`src/sv/ppcfc_pkg.sv`:
```
// Package for the per-peer credit flow control block.
// Holds the beat types, the command codes, the state encoding and the control structs.
// No dependencies.
package ppcfc_pkg;

  localparam int unsigned CMD_W   = 2;
  localparam int unsigned PEER_W  = 4;
  localparam int unsigned CREDIT_W = 4;

  typedef enum logic [CMD_W-1:0] {
    CMD_SEND    = 2'd0,
    CMD_MESSAGE = 2'd1,
    CMD_CREDITS = 2'd2,
    CMD_NONE    = 2'd3
  } cmd_e;

  typedef struct packed {
    logic [CMD_W-1:0]    cmd;
    logic [PEER_W-1:0]   peer;
    logic [CREDIT_W-1:0] returned_credits;
  } in_t;

  typedef struct packed {
    logic                granted;
    logic [CREDIT_W-1:0] piggyback_credits;
    logic                emit_credit_message;
    logic [CREDIT_W-1:0] credit_message_count;
    logic                overflow;
  } out_t;

  typedef enum logic [1:0] {
    S_CLEAR  = 2'd0,
    S_IDLE   = 2'd1,
    S_READ   = 2'd2,
    S_UPDATE = 2'd3
  } state_t;

  typedef struct packed {
    logic clear_we;
    logic load_item;
    logic rd_en;
    logic upd;
  } ppcfc_cmd_t;

  typedef struct packed {
    logic clear_last;
  } ppcfc_sts_t;

endpackage

```
`src/sv/ppcfc_ctrl.sv`:
```
// Controller for the per-peer credit flow control block.
// Sequences the clearing pass and the read-modify-write of one beat; owns the output valid.
// Depends on ppcfc_pkg.
module ppcfc_ctrl (
  input  logic                 clk,
  input  logic                 rst,
  input  logic                 in_valid,
  output logic                 in_ready,
  output logic                 out_valid,
  input  logic                 out_ready,
  input  ppcfc_pkg::ppcfc_sts_t sts,
  output ppcfc_pkg::ppcfc_cmd_t cmd
);
  import ppcfc_pkg::*;

  state_t state;
  state_t state_next;
  logic   slot_free;

  assign slot_free = !out_valid || out_ready;

  always_ff @(posedge clk) begin
    if (rst) begin
      state <= S_CLEAR;
    end else begin
      state <= state_next;
    end
  end

  always_comb begin
    state_next = state;
    unique case (state)
      S_CLEAR: begin
        if (sts.clear_last) begin
          state_next = S_IDLE;
        end
      end
      S_IDLE: begin
        if (in_valid) begin
          state_next = S_READ;
        end
      end
      S_READ: begin
        state_next = S_UPDATE;
      end
      S_UPDATE: begin
        if (slot_free) begin
          state_next = S_IDLE;
        end
      end
      default: begin
        state_next = S_CLEAR;
      end
    endcase
  end

  always_comb begin
    in_ready      = 1'b0;
    cmd.clear_we  = 1'b0;
    cmd.load_item = 1'b0;
    cmd.rd_en     = 1'b0;
    cmd.upd       = 1'b0;
    unique case (state)
      S_CLEAR: begin
        cmd.clear_we = 1'b1;
      end
      S_IDLE: begin
        in_ready      = 1'b1;
        cmd.load_item = in_valid;
      end
      S_READ: begin
        cmd.rd_en = 1'b1;
      end
      S_UPDATE: begin
        cmd.upd = slot_free;
      end
      default: begin
        in_ready = 1'b0;
      end
    endcase
  end

  always_ff @(posedge clk) begin
    if (rst) begin
      out_valid <= 1'b0;
    end else if (cmd.upd) begin
      out_valid <= 1'b1;
    end else if (out_ready) begin
      out_valid <= 1'b0;
    end
  end

endmodule

```
`src/sv/ppcfc_dp.sv`:
```
// Datapath for the per-peer credit flow control block.
// Holds the per-peer credit memory, the beat register, the credit arithmetic and the result register.
// Depends on ppcfc_pkg.
module ppcfc_dp #(
  parameter int unsigned PEER_COUNT    = 16,
  parameter int unsigned CREDIT_WINDOW = 10
) (
  input  logic                  clk,
  input  logic                  rst,
  input  ppcfc_pkg::in_t        in_data,
  input  ppcfc_pkg::ppcfc_cmd_t cmd,
  output ppcfc_pkg::ppcfc_sts_t sts,
  output ppcfc_pkg::out_t       out_data
);
  import ppcfc_pkg::*;

  localparam int unsigned AW = (PEER_COUNT > 1) ? $clog2(PEER_COUNT) : 1;
  localparam int unsigned CW = $clog2(CREDIT_WINDOW + 1);
  localparam int unsigned SW = ((CW > CREDIT_W) ? CW : CREDIT_W) + 1;
  localparam logic [CW-1:0] WIN = CW'(CREDIT_WINDOW);

  logic [2*CW-1:0] mem [PEER_COUNT];
  logic [2*CW-1:0] rd_data;
  logic [AW-1:0]   clr_addr;
  in_t             item;

  logic [AW-1:0]   addr;
  logic            peer_ok;
  logic [CW-1:0]   avail;
  logic [CW-1:0]   owed;
  logic [SW-1:0]   sum;
  logic            sat;
  logic [CW-1:0]   avail_add;
  logic [CW-1:0]   owed_inc;
  logic            owed_full;
  logic [CW-1:0]   avail_new;
  logic [CW-1:0]   owed_new;
  out_t            res;
  logic            mem_we;
  logic [AW-1:0]   wr_addr;
  logic [2*CW-1:0] wr_data;

  assign sts.clear_last = (clr_addr == AW'(PEER_COUNT - 1));

  always_ff @(posedge clk) begin
    if (rst) begin
      clr_addr <= '0;
    end else if (cmd.clear_we && !sts.clear_last) begin
      clr_addr <= clr_addr + AW'(1);
    end
  end

  always_ff @(posedge clk) begin
    if (cmd.load_item) begin
      item <= in_data;
    end
  end

  assign addr    = AW'(item.peer);
  assign peer_ok = (32'(item.peer) < PEER_COUNT);
  assign avail   = rd_data[2*CW-1:CW];
  assign owed    = rd_data[CW-1:0];

  assign sum       = SW'(avail) + SW'(item.returned_credits);
  assign sat       = (sum > SW'(CREDIT_WINDOW));
  assign avail_add = sat ? WIN : CW'(sum);
  assign owed_inc  = CW'(owed + CW'(1));
  assign owed_full = (owed_inc >= WIN);

  always_comb begin
    avail_new = avail;
    owed_new  = owed;
    res       = '0;
    if (peer_ok) begin
      unique case (cmd_e'(item.cmd))
        CMD_SEND: begin
          if (avail != '0) begin
            avail_new             = avail - CW'(1);
            owed_new              = '0;
            res.granted           = 1'b1;
            res.piggyback_credits = CREDIT_W'(owed);
          end
        end
        CMD_MESSAGE: begin
          avail_new    = avail_add;
          res.overflow = sat;
          if (owed_full) begin
            owed_new                 = '0;
            res.emit_credit_message  = 1'b1;
            res.credit_message_count = CREDIT_W'(CREDIT_WINDOW);
          end else begin
            owed_new = owed_inc;
          end
        end
        CMD_CREDITS: begin
          avail_new    = avail_add;
          res.overflow = sat;
        end
        CMD_NONE: begin
          res = '0;
        end
        default: begin
          res = '0;
        end
      endcase
    end
  end

  assign mem_we  = cmd.clear_we || (cmd.upd && peer_ok);
  assign wr_addr = cmd.clear_we ? clr_addr : addr;
  assign wr_data = cmd.clear_we ? {WIN, CW'(0)} : {avail_new, owed_new};

  always_ff @(posedge clk) begin
    if (mem_we) begin
      mem[wr_addr] <= wr_data;
    end
  end

  always_ff @(posedge clk) begin
    if (cmd.rd_en) begin
      rd_data <= mem[addr];
    end
  end

  always_ff @(posedge clk) begin
    if (cmd.upd) begin
      out_data <= res;
    end
  end

endmodule

```
`src/sv/per_peer_credit_flow_control.sv`:
```
// Per-peer credit flow control: top level joining the controller and the datapath.
// Each beat passes through the accept, read and update states into the result register;
// the update waits while the output holds a beat not yet taken. No new beat is accepted
// until the read-modify-write of the credit memory (accept, read, update) is done.
// Reset: a clearing pass over every peer address loads every peer with a full window
// and no owed credits; in_ready stays low until it ends.
module per_peer_credit_flow_control #(
  parameter int unsigned PEER_COUNT    = 16,
  parameter int unsigned CREDIT_WINDOW = 10
) (
  input  logic               clk,
  input  logic               rst,
  input  logic               in_valid,
  output logic               in_ready,
  input  ppcfc_pkg::in_t     in_data,
  output logic               out_valid,
  input  logic               out_ready,
  output ppcfc_pkg::out_t    out_data
);
  import ppcfc_pkg::*;

  ppcfc_cmd_t cmd;
  ppcfc_sts_t sts;

  ppcfc_ctrl u_ctrl (
    .clk       (clk),
    .rst       (rst),
    .in_valid  (in_valid),
    .in_ready  (in_ready),
    .out_valid (out_valid),
    .out_ready (out_ready),
    .sts       (sts),
    .cmd       (cmd)
  );

  ppcfc_dp #(
    .PEER_COUNT    (PEER_COUNT),
    .CREDIT_WINDOW (CREDIT_WINDOW)
  ) u_dp (
    .clk      (clk),
    .rst      (rst),
    .in_data  (in_data),
    .cmd      (cmd),
    .sts      (sts),
    .out_data (out_data)
  );

  // The clearing pass always follows reset, so no beat is taken right after it.
  a_clear_after_reset: assert property (@(posedge clk) $past(rst) |-> !in_ready)
    else $error("input accepted during the clearing pass");

  // Only one beat is in flight at a time.
  a_one_in_flight: assert property (@(posedge clk) disable iff (rst)
    (in_valid && in_ready) |=> !in_ready)
    else $error("second beat accepted while one is in flight");

  // Piggybacked credits only travel on a granted send.
  a_piggyback_grant: assert property (@(posedge clk) disable iff (rst)
    (out_valid && out_data.piggyback_credits != '0) |-> out_data.granted)
    else $error("piggyback credits without a grant");

  // A memory write never coincides with an accepted beat.
  a_no_wr_on_accept: assert property (@(posedge clk) disable iff (rst)
    (in_valid && in_ready) |-> !(cmd.upd || cmd.clear_we))
    else $error("memory update overlaps an accepted beat");

endmodule
```
`config.mk`:
```
export PLATFORM = sky130hd
export DESIGN_NAME = per_peer_credit_flow_control
export DESIGN_NICKNAME = d
export VERILOG_FILES = /design/src/sv/ppcfc_pkg.sv /design/src/sv/ppcfc_ctrl.sv /design/src/sv/ppcfc_dp.sv /design/src/sv/per_peer_credit_flow_control.sv
export SDC_FILE = /design/constraint.sdc
export NUM_CORES = 1
export LEC_CHECK = 0
export BUFFER_PORTS_ARGS = -buffer_cell sky130_fd_sc_hd__buf_2
export CORE_ASPECT_RATIO = 1.1
export CORE_MARGIN = 2
export CORE_UTILIZATION = 42
export DETAILED_ROUTE_END_ITERATION = 6
export PLACE_DENSITY = 0.61
export SYNTH_ARGS = -nofsm -noshare
export SYNTH_HDL_FRONTEND = slang
export SYNTH_HIERARCHICAL = 1
export SYNTH_SLANG_ARGS = --single-unit
```
`constraint.sdc`:
```
create_clock -name clk -period 7.85 [get_ports clk]
set_input_delay 1.57 -clock clk [delete_from_list [all_inputs] [get_ports clk]]
set_output_delay 1.57 -clock clk [all_outputs]
set_load 0.02 [all_outputs]
```
# Word-level counts from Yosys, hierarchy flattened
# Memories as Yosys holds them, arrays and structs flattened. A register that Yosys moved wholly into a read port is not among the register bits.
# Cells that the tools add are included.
dict set report totals {
  memories 1
  ram_bits 128
  out_inout_bits 13
  register_bits 28
  input_bits 14
  wordCells 62
}
dict set report classes {
  n_addsub 4
  magnitude_cmp 2
  muxes 23
  n_reduce_logical 12
  eq_ne 9
}
# memory depth word_bits read_ports rd_clocked_by_memory_dff wr line
set mem_list {}
lappend mem_list {u_dp.mem 16 8 1 1 1 ppcfc_dp.sv:22} ;# logic [2*CW-1:0] mem [PEER_COUNT];
# operator count
set op_table {}
lappend op_table {{2-to-1 mux 4 bit} 5}
lappend op_table {{case mux 4 bit (2 select lines)} 2}
lappend op_table {{2-to-1 mux 5 bit} 2}
lappend op_table {{2-to-1 mux 1 bit} 9}
lappend op_table {{adder 4 x 1 -> 4 bit, second input constant} 2}
lappend op_table {{2-to-1 mux 8 bit} 1}
lappend op_table {{case mux 2 bit (4 select lines)} 1}
lappend op_table {{equality test 2 bit, second input constant} 3}
lappend op_table {{2-to-1 mux 2 bit} 3}
lappend op_table {{adder 4 x 4 -> 5 bit} 1}
lappend op_table {{> comparator 5 x 4 -> 1 bit, second input constant} 1}
lappend op_table {{equality test 2 x 1 -> 1 bit, second input constant} 2}
lappend op_table {{equality test 4 bit, second input constant} 1}
lappend op_table {{greater-or-equal comparator 4 bit, second input constant} 1}
lappend op_table {{logical NOT 2 bit} 2}
lappend op_table {{!= test 2 x 1 -> 1 bit, second input constant} 2}
lappend op_table {{nonzero test 4 bit} 1}
lappend op_table {{subtractor 4 x 1 -> 4 bit, second input constant} 1}
lappend op_table {{AND reduction 3 bit} 1}
lappend op_table {{logical NOT 1 bit} 2}
lappend op_table {{logical OR 1 bit} 2}
lappend op_table {{!= test 2 bit, second input constant} 1}
lappend op_table {{AND reduction 2 bit} 1}
lappend op_table {{nonzero test 2 bit} 1}
lappend op_table {{other kinds (2)} 2}

# Depth between registers and ports, before layout
# Gate-level depths: netlist of the first run.
dict set report logic_depth {
  ltp_word 6
  ltp_mapped 8
  mapped_depth_nobuf 7
}

# By module
# Netlist of the first run, hierarchy kept.
# mod instances cells_each area_each_um2
set by_module_without_submodules {}
lappend by_module_without_submodules {ppcfc_dp 1 357 6562.5}
lappend by_module_without_submodules {ppcfc_ctrl 1 24 215.2}

# Worst setup path after synthesis of the first run
# No wires, ideal clock.
dict set report synth_timing {
  kind {input to register}
  start {input port out_ready}
  end {memory u_dp/mem[0][0] in the netlist's numbering, enable pin}
  path_buffers 0
  arrival_time_ns 2.833
  setup_slack_ns 4.647
  setup_ns 0.370
  path_stages 5
  required_time_ns 7.480
  cell_sequence {nor2b_1 nor2b_1 nor2b_1 a22oi_1 nor2_1}
}
# element line
set synth_rtl {}
lappend synth_rtl {{from (decl)} per_peer_credit_flow_control.sv:17} ;# input logic out_ready,
lappend synth_rtl {{to (decl)} ppcfc_dp.sv:22}

==> results.py, run 1 <==
metrics = {
    "outcome": {
        "status": "finished, final reports clean",
    },
    "pwr": {
        "internal_power_w": 0.001536,
        "clkPwrFrac_pct": 40.3,
        "vdd_ir_drop_max_mv": 0.1660,
        "total_power_w": 0.002002,
        "power.density_cell_area_nw_per_um2": 259.4,
        "p_seq_share_pct": 51.1,
        "netSwitchingPower_w": 0.0004659,
        "netSwitchingFraction_pct": 23.28,
        "p_leak_nw": 2.574,
        "comb_power_share_pct": 8.5,
    },
    "placed_design": {
        "inst_count_dp": 592,
        "globalplace.congestion": 0.8340,
        "placement.io_buffers": 24,
        "post_place_worst_slack_ns": 3.952,
        "detailedPlacementHpwl_mm": 9.238,
    },
    "sta": {
        "timing_hold_violations_final": 0,
        "maxClockFrequency_mhz": 290.1,
        "drv_slew": 0,
        "timing.setup.tns_ns": 0,
        "rsz0062_at_grt": "no",
        "final.setup_skew_ns": 0.005841,
        "worst_slew_margin_relative_to_its_limit_pct": 34.72,
        "final_clock_period_utilization_by_the_worst_path_pct": 43.91,
        "finalSetupViolations": 0,
        "worst_hold_slack_ns": 0.5222,
        "final.setup.worst_slack_ns": 4.403,
        "final_period_minus_worst_setup_slack_ns": 3.447,
        "tightestPinTransition_ns": 0.9792,
    },
    "synthesis": {
        "synthFlopType": "sky130_fd_sc_hd__edfxtp_1",
        "synth_top_cell_area_share_pct": 67.79,
        "synth_top_area_cell": "sky130_fd_sc_hd__edfxtp_1",
        "synth_edf_count": 153,
        "synth-async-reset-ratio_pct": 0,
        "synth_area_um2": 6778,
        "synth_cells": 381,
        "syn_avg_cell_area_um2": 17.79,
        "synth.lib_cells_used.distinct": 43,
        "synth_area_leaders": "sky130_fd_sc_hd__edfxtp_1 68%, sky130_fd_sc_hd__mux4_2 13%, sky130_fd_sc_hd__ha_1 3.0%",
        "postSynthRegisterBits": 160,
        "post-synth-top-count-cell": "sky130_fd_sc_hd__edfxtp_1",
        "yosysSeqAreaShare_pct": 69.85,
        "yosys_warnings": 6,
        "yosys-top-cells-count": "153 x sky130_fd_sc_hd__edfxtp_1, 40 x sky130_fd_sc_hd__mux4_2, 39 x sky130_fd_sc_hd__nor2_1",
    },
    "route": {
        "drt_iter0_drc": 447,
        "vias_per_cell": 5.582,
        "vias": 3483,
        "drc": 0,
        "count_of_nets_left_with_antenna_violations_after_detail_routing": 0,
        "firstDrtPassIters": 5,
        "wirelength_mm": 13.91,
        "avgRoutedWirePerCell_um": 22.29,
    },
    "clock_network": {
        "cts_made_buffers": 17,
        "clk_path_buf_depth": 2,
        "cts_hold_repair.buffers": 0,
        "cts.reportedPaths.clkPinSlew_ns": 0.06,
        "clock_latency_ns": 0.42,
        "clock_tree_root": "sky130_fd_sc_hd__clkbuf_16",
        "htree_levels": 4,
        "cts_repair_resize_count": 0,
        "tritoncts": "done",
        "cts_setup_buffers": 0,
        "cts_num_sinks": 160,
    },
    "critical_path": {
        "crit_path_end_kind": "register",
        "required_ns": 7.90,
        "timing.critical_path.from_type": "input port",
        "critPathArrivalTime_ns": 3.50,
        "critical_path.max_fanout": 10,
        "criticalPathCategory": "in2reg",
    },
    "floorplan": {
        "die_h_um": 137.2,
        "initial_utilization_pct": 43.07,
        "rows": 48,
        "core_area_um2": 15740,
        "die-width_um": 125.1,
        "dieArea_um2": 17170,
        "design.portCount": 27,
    },
    "finish": {
        "num-nets-final": 442,
        "insertedDiodeCount": 0,
        "fillerInstances": 1308,
        "post_route_cells_drive_above_1_share_pct": 24.53,
        "area_growth_pct": 13.85,
        "stdcell_count": 624,
    },
    "global_route": {
        "grtUsageTotal_pct": 17.21,
        "antenna_found_initial": 0,
        "grt_pass1_vias": 3462,
        "grt_first_pass_wirelength_mm": 21.31,
        "grt_remaining_overflow": 0,
        "grt_start_max_net_pins": 36,
    },
    "flow_run": {
        "cap_violations": 0,
    },
    "min_path": {
        "class_of_the_tightest_hold_or_removal_check": "reg2reg",
    },
}
-- path summary, 6_finish.rpt --
path                                      from                      endpoint  slack, ns  cells past startpoint
hold / removal    u_ctrl/state[1]$_SDFFE_PP0P_  u_ctrl/state[1]$_SDFFE_PP0P_       0.52                      2
hold reg to reg   u_ctrl/state[1]$_SDFFE_PP0P_  u_ctrl/state[1]$_SDFFE_PP0P_       0.52                      2
setup / recovery                     out_ready      u_dp/mem[9][0]$_DFFE_PP_       4.40                      5
setup reg to reg     u_dp/rd_data[4]$_DFFE_PP_      u_dp/mem[3][5]$_DFFE_PP_       4.85                      7
-- cell usage in the layout (no fill, tap or decap), types with 3 or more instances in the layout --
master                       synthesis  layout
sky130_fd_sc_hd__a21oi_1            11       9
sky130_fd_sc_hd__a31oi_1             6       6
sky130_fd_sc_hd__and3_1              7       7
sky130_fd_sc_hd__buf_2               0      24
sky130_fd_sc_hd__buf_4               5       6
sky130_fd_sc_hd__clkbuf_16           0      17
sky130_fd_sc_hd__clkinvlp_4          0       3
sky130_fd_sc_hd__dfxtp_1             7       7
sky130_fd_sc_hd__edfxtp_1          153     153
sky130_fd_sc_hd__ha_1               16      16
sky130_fd_sc_hd__inv_1              16      16
sky130_fd_sc_hd__inv_6               0       3
sky130_fd_sc_hd__mux2i_1             4       4
sky130_fd_sc_hd__mux4_2             40      40
sky130_fd_sc_hd__nand2_1             8       8
sky130_fd_sc_hd__nand2b_1            3       3
sky130_fd_sc_hd__nand3b_1            3       3
sky130_fd_sc_hd__nor2_1             39      39
sky130_fd_sc_hd__nor2b_1             5       5
sky130_fd_sc_hd__nor3b_1             4       4
sky130_fd_sc_hd__o21ai_0             3       3
sky130_fd_sc_hd__xnor2_1             4       4
-- cells by family (layout without fill, tap and decap cells) --
| kind of cell | count (synthesis) | count (layout) | share of synthesized area [%] |
|---|---|---|---|
| flops | 160 | 160 | 69.85 |
| fa+ha+maj | 17 | 17 | 3.249 |
| buf+inv | 36 | 78 | 2.603 |
| other cells | 1 | 2 | 0.05533 |
| simple gates | 80 | 80 | 5.852 |
| compound gates | 37 | 37 | 3.692 |
| mux | 45 | 45 | 14.05 |
| xor+xnor | 5 | 5 | 0.6461 |
-- layout make-up --
type                       count  area (µm²)  share of cell area, %
inverter                      16       60.06                 0.7783
sequential                   160        4735                  61.36
clock inverter                14       157.7                  2.043
clock buffer                  18       429.2                  5.562
tap                          200       250.2                  3.243
multi-input combinational    186        1919                  24.87
timing repair buffer          30       165.2                  2.140
-- critical path: stages --
cell	delay [ns]
sky130_fd_sc_hd__buf_2	0.07
sky130_fd_sc_hd__nor2b_1	0.05
sky130_fd_sc_hd__nor2b_1	0.72
sky130_fd_sc_hd__a31oi_1	0.41
sky130_fd_sc_hd__nor2_1	0.67
-- stage by stage --
stage,utilization (%),cell area [µm²]
detailed placement,45.31,7129
finish,49.04,7716
global route,49.04,7716
global placement,45.31,7129
floorplan,-,6782
CTS,49.04,7716
-- registers in the layout, indices dropped and copies added, names as in the netlist --
name and flops:
u_dp/clr_addr 4, u_ctrl/state 2, u_dp/rd_data 8, u_ctrl/out_valid 1
u_dp/addr 4, u_dp/mem 128, u_dp/item 6, u_dp/out_data 7
-- power groups by stage --
stage                     registers (W)  clock network, W  logic (W)
after floorplan                 0.00103                 0   0.000120
after global placement          0.00104                 0   0.000167
after detailed placement        0.00104                 0   0.000173
after CTS                       0.00102          0.000826   0.000172
after global routing            0.00103          0.000860   0.000184
final                           0.00102          0.000807   0.000171
-- routing by layer --
| metal | share of wire [%] | wire, µm | up-vias | track usage, % |
|---|---|---|---|---|
| met5 | 0 | 0 | - | 0 |
| met4 | 1.4 | 191 | 0 | 6.481 |
| met3 | 4.1 | 577 | 12 | 3.689 |
| met2 | 50 | 7010 | 96 | 27.99 |
| met1 | 44 | 6132 | 1804 | 23.11 |
| li1 | - | - | 1571 | - |
(Power assumes the default switching activity.)
==> inputs of run 2 (changes only) <==
==> constraint.sdc (replaced) <==
create_clock -name clk -period 3.31 [get_ports clk]
set_input_delay 0.662 -clock clk [delete_from_list [all_inputs] [get_ports clk]]
set_output_delay 0.662 -clock clk [all_outputs]
set_load 0.02 [all_outputs]
==> run 2 against run 1 <==
Against the previous run:
- largest cell class unchanged
- clock power is 120% higher
- critical endpoint is now u_dp/mem[14][7]$_DFFE_PP_
- final cell count is 3.2% higher
- highest routed layer unchanged
- wire length hardly changed
- clock-buffer cell count is 1 higher
- combinational power grew to 2.6 times the previous value
- critical path depth is 1 higher
- die area stayed put
- flip-flop and latch count stayed put
- sequential power is 140% higher
- setup slack worse by 4.0 ns
- via count is 3.2% higher
- largest power group unchanged
==> results.py, run 2 (synthesis results as in run 1) <==
metrics = {
    "outcome": {
        "status": "finished, final reports clean",
    },
    "sta": {
        "timing_hold_violations_final": 0,
        "tightestPinTransition_ns": 1.100,
        "drv_slew": 0,
        "rsz0062_at_grt": "no",
        "timing.setup.tns_ns": 0,
        "final.setup.worst_slack_ns": 0.3675,
        "finalSetupViolations": 0,
        "final.setup_skew_ns": 0.009949,
        "final_clock_period_utilization_by_the_worst_path_pct": 88.90,
        "maxClockFrequency_mhz": 339.8,
        "final_period_minus_worst_setup_slack_ns": 2.943,
        "worst_slew_margin_relative_to_its_limit_pct": 26.40,
    },
    "finish": {
        "mostFrequentLayoutCells": "153 x sky130_fd_sc_hd__edfxtp_1, 40 x sky130_fd_sc_hd__mux4_2, 39 x sky130_fd_sc_hd__nor2_1",
        "final_util_pct": 49.40,
        "registers_with_the_highest_flip_flop_counts": "u_dp/mem (128), u_dp/rd_data (8), u_dp/out_data (7)",
        "insertedDiodeCount": 0,
        "num-nets-final": 462,
        "fillerInstances": 1315,
        "final_common_cell": "sky130_fd_sc_hd__edfxtp_1",
        "final_cell_area_um2": 7774,
        "area_growth_pct": 14.69,
        "post_route_cells_drive_above_1_share_pct": 26.80,
        "registers.top_by_ff_count": "u_dp/mem",
        "number_of_flip_flops_in_the_largest_register": 128,
    },
    "pwr": {
        "netSwitchingPower_w": 0.001055,
        "netSwitchingFraction_pct": 22.81,
        "vdd_ir_drop_max_mv": 0.3783,
        "p_leak_nw": 2.655,
        "power.density_cell_area_nw_per_um2": 594.9,
        "comb_power_share_pct": 9.6,
        "p_seq_share_pct": 52.3,
        "total_power_w": 0.004625,
        "clkPwrFrac_pct": 38.0,
        "internal_power_w": 0.003570,
    },
    "floorplan": {
        "initial_utilization_pct": 43.07,
        "rows": 48,
        "core_area_um2": 15740,
        "dieArea_um2": 17170,
        "die-width_um": 125.1,
        "die_h_um": 137.2,
        "design.portCount": 27,
    },
    "clock_network": {
        "cts_hold_repair.buffers": 0,
        "tritoncts": "done",
        "cts_repair_resize_count": 0,
        "cts_made_buffers": 17,
        "clock_tree_root": "sky130_fd_sc_hd__clkbuf_16",
        "cts_num_sinks": 160,
        "cts_setup_buffers": 0,
        "clock_latency_ns": 0.42,
        "clk_path_buf_depth": 2,
        "cts.reportedPaths.clkPinSlew_ns": 0.06,
        "htree_levels": 4,
    },
    "route": {
        "drc": 0,
        "avgRoutedWirePerCell_um": 21.62,
        "detailroute.wirelength.met3_um": 633,
        "wl_met1_mm": 5.965,
        "wirelength_mm": 13.93,
        "vias": 3595,
        "count_of_nets_left_with_antenna_violations_after_detail_routing": 0,
        "firstDrtPassIters": 5,
        "detailroute.wirelength.met2_mm": 6.980,
        "drt_iter0_drc": 350,
        "vias_per_cell": 5.582,
        "routed.top_layer": "met4",
    },
    "global_route": {
        "grt_start_max_net_pins": 25,
        "grt_pass1_vias": 3683,
        "grt_first_pass_wirelength_mm": 21.25,
        "antenna_found_initial": 0,
        "grt_remaining_overflow": 0,
        "grtUsageTotal_pct": 17.20,
    },
    "min_path": {
        "hold-path-cell-count": 1,
        "whs_endpoint": "u_dp/addr[0]$_DFFE_PP_",
        "class_of_the_tightest_hold_or_removal_check": "in2reg",
        "min_from": "in_data[4]",
    },
    "critical_path": {
        "reg2regPathDepth": 6,
        "critical_path.cell_chain": "ha_1 > fa_1 > or4_1 > a21o_1 > a2111oi_0 > a21oi_1",
        "criticalPathCategory": "reg2reg",
        "required_ns": 3.36,
        "crit_path_end_kind": "register",
        "worst_r2r_src": "u_dp/rd_data[4]$_DFFE_PP_",
        "crit_path_max_incr_delay_ns": 0.56,
        "critical_path.max_fanout": 16,
        "setup.reg_to_reg.worst_slack_ns": 0.37,
        "slowest_stage": "sky130_fd_sc_hd__or4_1",
        "worstReg2RegEnd": "u_dp/mem[14][7]$_DFFE_PP_",
        "timing.critical_path.from_type": "register",
        "critPathArrivalTime_ns": 2.99,
    },
    "placed_design": {
        "placement.io_buffers": 24,
        "dpl_cell_area_um2": 7236,
        "detailedPlacementHpwl_mm": 9.246,
        "globalplace.congestion": 0.8007,
        "post_place_worst_slack_ns": 0.06305,
    },
    "flow_run": {
        "cap_violations": 0,
    },
}
-- run 2: cell count changes in the layout (fill, tap and decap cells not counted), sizes merged --
cell    previous run  this run
clkinv             5         9
buf               30        50
clkbuf            18        19
inv               20        16
bufinv             2         1
-- run 2: worst max-delay path by stage --
stage,from,end,slack (ns),depth (start not counted)
detailed placement,u_dp/rd_data[4]$_DFFE_PP_,u_dp/mem[10][5]$_DFFE_PP_,0.06,7
global route,u_dp/rd_data[4]$_DFFE_PP_,u_dp/mem[11][7]$_DFFE_PP_,0.09,6
floorplan,u_dp/rd_data[4]$_DFFE_PP_,u_dp/mem[0][6]$_DFFE_PP_,0.54,4
finish,u_dp/rd_data[4]$_DFFE_PP_,u_dp/mem[14][7]$_DFFE_PP_,0.37,6
global placement,u_dp/rd_data[4]$_DFFE_PP_,u_dp/mem[12][5]$_DFFE_PP_,0.21,7
CTS,u_dp/rd_data[4]$_DFFE_PP_,u_dp/mem[13][5]$_DFFE_PP_,0.05,7
-- run 2: critical path: cells and delay by family, from the launching register on --
kind	cells	cell delay, ns
AND/OR/NAND/NOR	1	0.56
adder cells (fa/ha/maj)	2	0.70
AO/OA/AOI/OAI	3	0.83
flip-flops	1	0.46
-- run 2: power by group through the flow --
stage	Sequential (W)	Clock, W	Combinational (W)
global placement	0.00246	0	0.000438
global route	0.00243	0.00188	0.000485
floorplan	0.00244	0	0.000284
detailed placement	0.00246	0	0.000447
finish	0.00242	0.00176	0.000445
CTS	0.00242	0.00181	0.000449
-- run 2: metal layers --
layer,vias up,track usage (%)
met1,1852,21.95
li1,1610,-
met4,0,8.086
met3,26,3.728
met5,-,0
met2,107,28.47
-- run 2: layout make-up --
class	count	area, µm²	area share, %
sequential	160	4735	60.90
multi-input combinational	186	1883	24.22
clock buffer	19	432.9	5.569
timing repair buffer	50	315.3	4.056
tap	200	250.2	3.219
clock inverter	13	97.59	1.255
inverter	16	60.06	0.7726
-- run 2: through the flow --
step	hold slack [ns]	instances
floorplan	0.4807	382
finish	0.4151	644
global route	0.3946	644
global placement	0.5010	611
detailed placement	0.5207	611
CTS	0.3871	643
